[config.mk]
export PLATFORM = sky130hd
export DESIGN_NAME = timed_event_slot_table_top
export DESIGN_NICKNAME = d
export VERILOG_FILES = /design/src/sv/tets_pkg.sv /design/src/sv/tets_ram.sv /design/src/sv/tets_front.sv /design/src/sv/tets_back.sv /design/src/sv/timed_event_slot_table_top.sv
export VERILOG_INCLUDE_DIRS = /design/src /design/src/sv
export SDC_FILE = /design/constraint.sdc
export NUM_CORES = 1
export LEC_CHECK = 0
export BUFFER_PORTS_ARGS = -buffer_cell sky130_fd_sc_hd__buf_2
export CAP_MARGIN = 20
export CORE_MARGIN = 2
export CORE_UTILIZATION = 40
export DETAILED_ROUTE_END_ITERATION = 10
export PLACE_DENSITY = 0.59
export RECOVER_POWER = 50
export SYNTH_ARGS = -nofsm -noshare
export SYNTH_HDL_FRONTEND = slang
export SYNTH_HIERARCHICAL = 1
export SYNTH_SLANG_ARGS = --single-unit
[constraint.sdc]
create_clock -name clk -period 9.26 [get_ports clk]
set_input_delay 1.852 -clock clk [delete_from_list [all_inputs] [get_ports clk]]
set_output_delay 1.852 -clock clk [all_outputs]
set_load 0.03 [all_outputs]
[src/sv/timed_event_slot_table_top_defines.svh]
// Assertion macros shared by the slot table RTL.
`ifndef TIMED_EVENT_SLOT_TABLE_TOP_DEFINES_SVH
`define TIMED_EVENT_SLOT_TABLE_TOP_DEFINES_SVH
`ifndef ASSERT_OFF
`define TETS_ASSERT(lbl, clk_s, rst_s, prop) \
  lbl: assert property (@(posedge clk_s) disable iff (rst_s) prop) \
    else $error("assertion failed");
`define TETS_ASSERT_NEVER(lbl, clk_s, rst_s, cond) \
  lbl: assert property (@(posedge clk_s) disable iff (rst_s) !(cond)) \
    else $error("forbidden condition seen");
`else
`define TETS_ASSERT(lbl, clk_s, rst_s, prop)
`define TETS_ASSERT_NEVER(lbl, clk_s, rst_s, cond)
`endif
`endif

[src/sv/tets_pkg.sv]
`default_nettype none
package tets_pkg;

  localparam int ID_W           = 16;
  localparam int TIME_W         = 31;
  localparam int FUNC_W         = 2;
  localparam int SLOT_COUNT_DEF = 16;

  localparam logic [FUNC_W-1:0] FUNC_ADD     = 2'd0;
  localparam logic [FUNC_W-1:0] FUNC_CANCEL  = 2'd1;
  localparam logic [FUNC_W-1:0] FUNC_SERVICE = 2'd2;
  localparam logic [FUNC_W-1:0] FUNC_CLEAR   = 2'd3;

  typedef struct packed {
    logic [FUNC_W-1:0] func;
    logic              scan;
    logic [ID_W-1:0]   event_id;
    logic [TIME_W-1:0] time_value;
  } cmd_t;

  typedef struct packed {
    logic vld;
    cmd_t cmd;
  } head_t;

  typedef struct packed {
    logic            strobe;
    logic            fired;
    logic [ID_W-1:0] fired_id;
    logic            status;
    logic            halted;
    logic            last;
  } res_t;

  function automatic res_t mk_res(input logic fired, input logic [ID_W-1:0] fired_id,
                                  input logic status, input logic halted,
                                  input logic last);
    res_t r;
    r.strobe   = 1'b1;
    r.fired    = fired;
    r.fired_id = fired_id;
    r.status   = status;
    r.halted   = halted;
    r.last     = last;
    return r;
  endfunction

endpackage
`default_nettype wire

[src/sv/tets_ram.sv]
`default_nettype none
module tets_ram #(
  parameter int WIDTH = 8,
  parameter int DEPTH = 16,
  localparam int AW = (DEPTH > 1) ? $clog2(DEPTH) : 1
) (
  input  logic             clk,
  input  logic             we,
  input  logic [AW-1:0]    waddr,
  input  logic [WIDTH-1:0] wdata,
  input  logic [AW-1:0]    raddr,
  output logic [WIDTH-1:0] rdata
);

  logic [WIDTH-1:0] mem [DEPTH];

  always_ff @(posedge clk) begin
    if (we) begin
      mem[waddr] <= wdata;
    end
    rdata <= mem[raddr];
  end

endmodule
`default_nettype wire

[src/sv/tets_front.sv]
`default_nettype none
`include "timed_event_slot_table_top_defines.svh"
module tets_front (
  input  logic                         clk,
  input  logic                         rst,
  input  logic                         start,
  input  logic [tets_pkg::FUNC_W-1:0]  func,
  input  logic [tets_pkg::ID_W-1:0]    event_id,
  input  logic [tets_pkg::TIME_W-1:0]  time_value,
  output logic                         busy,
  input  logic                         pop,
  output tets_pkg::head_t              head
);
  import tets_pkg::*;

  cmd_t       q [2];
  cmd_t       new_cmd;
  logic       wr_ptr;
  logic       rd_ptr;
  logic [1:0] cnt;
  logic       push;

  assign busy = (cnt == 2'd2);
  assign push = start && !busy;

  // Clear-all needs no pass over the slots; everything else does.
  always_comb begin
    new_cmd.func       = func;
    new_cmd.scan       = (func != FUNC_CLEAR);
    new_cmd.event_id   = event_id;
    new_cmd.time_value = time_value;
  end

  always_ff @(posedge clk) begin
    if (rst) begin
      wr_ptr <= 1'b0;
      rd_ptr <= 1'b0;
      cnt    <= 2'd0;
    end else begin
      if (push) begin
        wr_ptr <= ~wr_ptr;
      end
      if (pop) begin
        rd_ptr <= ~rd_ptr;
      end
      cnt <= cnt + {1'b0, push} - {1'b0, pop};
    end
  end

  always_ff @(posedge clk) begin
    if (push) begin
      q[wr_ptr] <= new_cmd;
    end
  end

  assign head.vld = (cnt != 2'd0);
  assign head.cmd = q[rd_ptr];

  `TETS_ASSERT_NEVER(a_cnt_range, clk, rst, cnt == 2'd3)
  `TETS_ASSERT(a_pop_nonempty, clk, rst, pop |-> cnt != 2'd0)

endmodule
`default_nettype wire

[src/sv/tets_back.sv]
`default_nettype none
`include "timed_event_slot_table_top_defines.svh"
module tets_back #(
  parameter int SLOT_COUNT = tets_pkg::SLOT_COUNT_DEF
) (
  input  logic            clk,
  input  logic            rst,
  input  tets_pkg::head_t head,
  output logic            pop,
  output tets_pkg::res_t  res
);
  import tets_pkg::*;

  localparam int IDX_W = (SLOT_COUNT > 1) ? $clog2(SLOT_COUNT) : 1;
  localparam int ENT_W = ID_W + TIME_W;

  localparam logic [1:0] S_IDLE  = 2'd0;
  localparam logic [1:0] S_SCAN  = 2'd1;
  localparam logic [1:0] S_FLUSH = 2'd2;

  logic [1:0]            state;
  logic [IDX_W-1:0]      idx;
  cmd_t                  cmd;
  logic                  have_free;
  logic [IDX_W-1:0]      free_idx;
  logic                  pend_vld;
  logic [ID_W-1:0]       pend_id;
  logic                  halt_flag;
  logic [SLOT_COUNT-1:0] valid;

  logic                  we;
  logic [IDX_W-1:0]      waddr;
  logic [ENT_W-1:0]      wdata;
  logic [IDX_W-1:0]      raddr;
  logic [ENT_W-1:0]      rdata;

  logic                  is_last;
  logic [ID_W-1:0]       e_id;
  logic [TIME_W-1:0]     e_dl;
  logic                  id_hit;
  logic                  free_now;
  logic                  expired;
  logic                  room;

  tets_ram #(.WIDTH(ENT_W), .DEPTH(SLOT_COUNT)) u_ram (
    .clk   (clk),
    .we    (we),
    .waddr (waddr),
    .wdata (wdata),
    .raddr (raddr),
    .rdata (rdata)
  );

  // Read data belongs to slot idx; a slot without its valid bit reads as empty.
  assign is_last  = (idx == IDX_W'(SLOT_COUNT - 1));
  assign e_id     = valid[idx] ? rdata[ENT_W-1:TIME_W] : '0;
  assign e_dl     = valid[idx] ? rdata[TIME_W-1:0] : '0;
  assign id_hit   = (e_id == cmd.event_id);
  assign free_now = (e_dl == '0);
  assign expired  = !free_now && (cmd.time_value >= e_dl);
  assign room     = have_free || free_now;
  assign pop      = (state == S_IDLE) && head.vld;

  // The next slot is fetched while the current one is examined.
  assign raddr = ((state == S_IDLE) || is_last) ? '0 : idx + 1'b1;

  always_comb begin
    we    = 1'b0;
    waddr = idx;
    wdata = {cmd.event_id, cmd.time_value};
    if (state == S_SCAN && cmd.func == FUNC_ADD) begin
      if (id_hit) begin
        we = 1'b1;
      end else if (is_last && room) begin
        we    = 1'b1;
        waddr = have_free ? free_idx : idx;
      end
    end
  end

  always_ff @(posedge clk) begin
    if (rst) begin
      state     <= S_IDLE;
      valid     <= '0;
      halt_flag <= 1'b0;
      have_free <= 1'b0;
      pend_vld  <= 1'b0;
      res       <= '0;
    end else begin
      res <= '0;
      if (we) begin
        valid[waddr] <= 1'b1;
      end
      unique case (state)
        S_IDLE: begin
          if (head.vld) begin
            cmd       <= head.cmd;
            idx       <= '0;
            have_free <= 1'b0;
            pend_vld  <= 1'b0;
            if (head.cmd.scan) begin
              state <= S_SCAN;
            end else begin
              valid <= '0;
              res   <= mk_res(1'b0, '0, 1'b0, halt_flag, 1'b1);
            end
          end
        end
        S_SCAN: begin
          idx <= idx + 1'b1;
          unique case (cmd.func)
            FUNC_ADD: begin
              if (id_hit || is_last) begin
                state <= S_IDLE;
                if (!id_hit && !room) begin
                  halt_flag <= 1'b1;
                  res       <= mk_res(1'b0, '0, 1'b1, 1'b1, 1'b1);
                end else begin
                  res <= mk_res(1'b0, '0, 1'b0, halt_flag, 1'b1);
                end
              end else if (free_now && !have_free) begin
                have_free <= 1'b1;
                free_idx  <= idx;
              end
            end
            FUNC_CANCEL: begin
              if (id_hit) begin
                valid[idx] <= 1'b0;
              end
              if (id_hit || is_last) begin
                state <= S_IDLE;
                res   <= mk_res(1'b0, '0, 1'b0, halt_flag, 1'b1);
              end
            end
            FUNC_SERVICE: begin
              // One hit is held back so that the final beat can carry last.
              if (expired) begin
                valid[idx] <= 1'b0;
                pend_id    <= e_id;
                pend_vld   <= 1'b1;
                if (pend_vld) begin
                  res <= mk_res(1'b1, pend_id, 1'b0, halt_flag, 1'b0);
                end
                if (is_last) begin
                  state <= S_FLUSH;
                end
              end else if (is_last) begin
                state <= S_IDLE;
                if (pend_vld) begin
                  res <= mk_res(1'b1, pend_id, 1'b0, halt_flag, 1'b1);
                end else begin
                  res <= mk_res(1'b0, '0, 1'b0, halt_flag, 1'b1);
                end
              end
            end
            default: begin
              state <= S_IDLE;
              res   <= mk_res(1'b0, '0, 1'b0, halt_flag, 1'b1);
            end
          endcase
        end
        S_FLUSH: begin
          state    <= S_IDLE;
          pend_vld <= 1'b0;
          res      <= mk_res(1'b1, pend_id, 1'b0, halt_flag, 1'b1);
        end
        default: begin
          state <= S_IDLE;
        end
      endcase
    end
  end

  `TETS_ASSERT(a_full_beat, clk, rst, res.strobe && res.status |-> res.halted && res.last && !res.fired)
  `TETS_ASSERT(a_halt_sticky, clk, rst, halt_flag |=> halt_flag)
  `TETS_ASSERT(a_pop_starts, clk, rst, pop |=> state == S_SCAN || res.strobe)
  `TETS_ASSERT_NEVER(a_pop_busy, clk, rst, pop && state != S_IDLE)

endmodule
`default_nettype wire

[src/sv/timed_event_slot_table_top.sv]
// Table of SLOT_COUNT one-shot timed events. A command is taken when start is
// high and busy is low; a two-deep command queue in front lets a new command
// in while the slot engine is still working. The engine walks the slots one
// per cycle through a single-port-read slot RAM, so add, cancel and service
// make at most one pass over the slots (a service hit in the final slot
// adds a flush state) and clear-all makes none. Every command yields one or
// more result beats, each shown for exactly one cycle with strobe high; the
// receiver cannot stall them, so it must take every strobed beat. last marks
// the final beat of a command; halted in a beat is sticky until reset.
`default_nettype none
module timed_event_slot_table_top #(
  parameter int SLOT_COUNT = tets_pkg::SLOT_COUNT_DEF
) (
  input  logic                         clk,
  input  logic                         rst,
  input  logic                         start,
  output logic                         busy,
  input  logic [tets_pkg::FUNC_W-1:0]  func,
  input  logic [tets_pkg::ID_W-1:0]    event_id,
  input  logic [tets_pkg::TIME_W-1:0]  time_value,
  output logic                         strobe,
  output logic                         fired,
  output logic [tets_pkg::ID_W-1:0]    fired_id,
  output logic                         status,
  output logic                         halted,
  output logic                         last
);
  import tets_pkg::*;

  head_t head;
  logic  pop;
  res_t  res;

  tets_front u_front (
    .clk        (clk),
    .rst        (rst),
    .start      (start),
    .func       (func),
    .event_id   (event_id),
    .time_value (time_value),
    .busy       (busy),
    .pop        (pop),
    .head       (head)
  );

  tets_back #(.SLOT_COUNT(SLOT_COUNT)) u_back (
    .clk  (clk),
    .rst  (rst),
    .head (head),
    .pop  (pop),
    .res  (res)
  );

  assign strobe   = res.strobe;
  assign fired    = res.fired;
  assign fired_id = res.fired_id;
  assign status   = res.status;
  assign halted   = res.halted;
  assign last     = res.last;

endmodule
`default_nettype wire

==> results.txt <==
DR vias: 19,300
Share of cells above drive strength 1: 0.232
Fillcell total: 8,075
DRT antenna net count: 0
Root buf cell: clkbuf_16
Final GP Congestion: 0.856
FF+latch count, synth: 1,019
Remaining DRCs: 0
Pin count of the biggest net entering global routing: 128
Post-Syn Area per Cell: 19.6 sq um
CP max-delay cell: nor2_4
Design Area, Final: 0.0444 sq mm
Maxcap violations: 2
Area grow syn2layout: 13.4%
DIE WIDTH: 317 microns
Crit. End Element: flip-flop
Worst hold path type: reg -> reg
Synth top area cells: edfxtp_1, mux4_2, dfxtp_1
Clock sinks: 1,019
Cell Count Post-Placement: 3,285
Fmax achieved: 168 MHz
Critical path class: reg -> reg
RSZ-0062 raised after global routing: false
Max clock buf depth: 3
Crit path max fanout: 28
Post-synth EDFFs: 925
Routed vias/inst: 5.53
Lkg Pwr: 0.0141 uW
Number of global-route vias before repair: 20,400
Sequential fraction of the synthesis area: 0.758
FP Rows: 114
Slew at the pin closest to its max-slew limit: 3.82 ns
Failing checks: max-capacitance violations, max-slew violations
Synth top area share: 0.710
Tcrit/Tclk final: 0.641
DR WL/cell: 25.0 microns
Initial antenna violation count: 0
Initial DRT Pass Iterations: 5
Syn. warnings: 6
Power density over the cells: 264 mW/mm^2
Final hold vios: 0
Worst relative slew slack: -1.54
Critical path origin: u_back/idx[0]$_SDFFCE_PN0P_
Dpl cell area: 0.0410 sq mm
Num CTS Buffers: 105
DP HPWL: 48.4 mm
Total grt overflow: 0
Post-CTS Setup Inserts: 0
Pre-CTS WS: 3.37 ns
Clock latency on the worst-skew pair: 0.67 ns
Final setup margin: 3.32 ns
Outcome: finished with violations
Final WL: 87.0 mm
Ant diodes: 0
Unique cell type count in the Yosys netlist: 69
Crit path cell chain: mux4_2, o22a_1, a21oi_1, o21ai_0, a21oi_1, nor4b_4, buf_4, nor3_1, nand2_1, mux2_2, nand2_1, nor2_4, buf_4
Starting Density: 0.404
Setup TNS: 0 ns
Most used DFF post-synth: edfxtp_1
CTS tree: yes
Syn Nets: 2,089
Minimum clock period: 5.94 ns
Clock H-tree levels: 3
Top-count cell post-synth: edfxtp_1
Worst Skew: 0.0255 ns
Worst endpoint required time: 9.58 ns
R2r startpoint: u_back/idx[0]$_SDFFCE_PN0P_
Total core area: 0.0969 sq mm
Iter 0 DRT Violations: 1,648
I/O Buffers: 73
Hold buffer count at CTS: 0
Slew Viols, Final: 100
Most frequent cells after synthesis: edfxtp_1, mux4_2, nand2_1
Mapped Area: 0.0391 sq mm
Crit path DAT: 6.26 ns
Post-synth top area cell: edfxtp_1
Worst Min Path Start: u_back/pend_id[9]$_DFFE_PP_
Setup violators final: 0
Post-Syn Instances: 1,996
Fin nets: 2,212
Die area: 0.100 sq mm
Max incr delay on CP: 0.92 ns
Gr usage total: 0.176
First-pass GRT wire length: 131 mm
Fin Hold WS: 0.442 ns
Clk slew on worst S/H paths: 0.06 ns
Final cell count without fillers: 3,481
DIE HEIGHT: 317 microns
Resize count post-CTS: 0
FFs w/ async S/R, synth: 0
Startpoint types: flip-flop
Peak supply drop: 0.151 mV
I/O pins: 74
[per-layer routing]
layer  part of all wire  up-vias  global-route usage
li1                   -     8411                   -
met1               0.43    10200               0.240
met2               0.49      525               0.295
met3              0.050      138              0.0256
met4              0.024        0              0.0537
met5                  0        -                   0
[stage by stage]
| step | power [uW] | utilization |
|---|---|---|
| after detailed placement | 7670 | 0.423 |
| after global placement | 7610 | 0.423 |
| after global routing | 12200 | 0.458 |
| after floorplan | 7040 | - |
| after CTS | 11800 | 0.458 |
| final | 11700 | 0.458 |
[cells by family after synthesis]
group           count (synthesis)  synth area share
flops                        1019             0.758
simple gates                  328            0.0419
mux                           246             0.126
compound gates                235            0.0424
buf+inv                       116            0.0160
fa+ha+maj                      41            0.0131
xor+xnor                       11           0.00246
[flip-flops by register name, summed over array words and instances (netlist names), 2 cells and up, named ones only]
| signal | flops |
|---|---|
| u_back/u_ram/mem | 752 |
| u_front/q | 100 |
| u_back/cmd | 49 |
| u_back/u_ram/rdata | 47 |
| u_back/res | 21 |
| u_back/pend_id | 16 |
| u_back/valid | 16 |
| u_back/free_idx | 4 |
| u_back/idx | 4 |
| u_back/state | 2 |
| u_front/cnt | 2 |
[where the power goes]
| part | total, uW | internal (uW) | switching (uW) |
|---|---|---|---|
| sequential | 5850 | 5470 | 380 |
| clock | 4130 | 2430 | 1710 |
| combinational | 1710 | 746 | 967 |
[final cells by class]
class                      instances  area [sq um]  area share
timing repair buffer             111           651      0.0147
clock buffer                     128          2810      0.0633
tap                             1276          1600      0.0360
clock inverter                    65           588      0.0133
multi-input combinational        861          8980       0.202
sequential                      1019         29700       0.669
inverter                          21          78.8     0.00178
[critical path, delay by kind of cell (launching register included)]
| family | cells | cell delay, ns |
|---|---|---|
| simple gates | 5 | 1.98 |
| buf+inv | 2 | 0.74 |
| flops | 1 | 0.71 |
| compound gates | 4 | 1.12 |
| mux | 2 | 1.01 |
[final timing paths]
| check | endpoint | slack (ns) | depth (start not counted) |
|---|---|---|---|
| worst min register to register | u_back/res[12]$_SDFF_PP0_ | 0.44 | 1 |
| worst min-delay path | u_back/res[12]$_SDFF_PP0_ | 0.44 | 1 |
| worst max register to register | u_back/u_ram/mem[7][3]$_DFFE_PP_ | 3.32 | 13 |
| worst max-delay path | u_back/u_ram/mem[7][3]$_DFFE_PP_ | 3.32 | 13 |
[layout by cell type (no fill, tap or decap), types with 27 or more instances in the layout]
cell         n
edfxtp_1   925
mux4_2     191
nand2_1    111
clkbuf_16  108
dfxtp_1     94
a22oi_1     94
clkbuf_1    50
nor2_1      46
buf_2       42
a21oi_1     42
mux2_2      41
ha_1        41
buf_4       31
clkinv_2    27
Power figures use the tool's default switching activity.
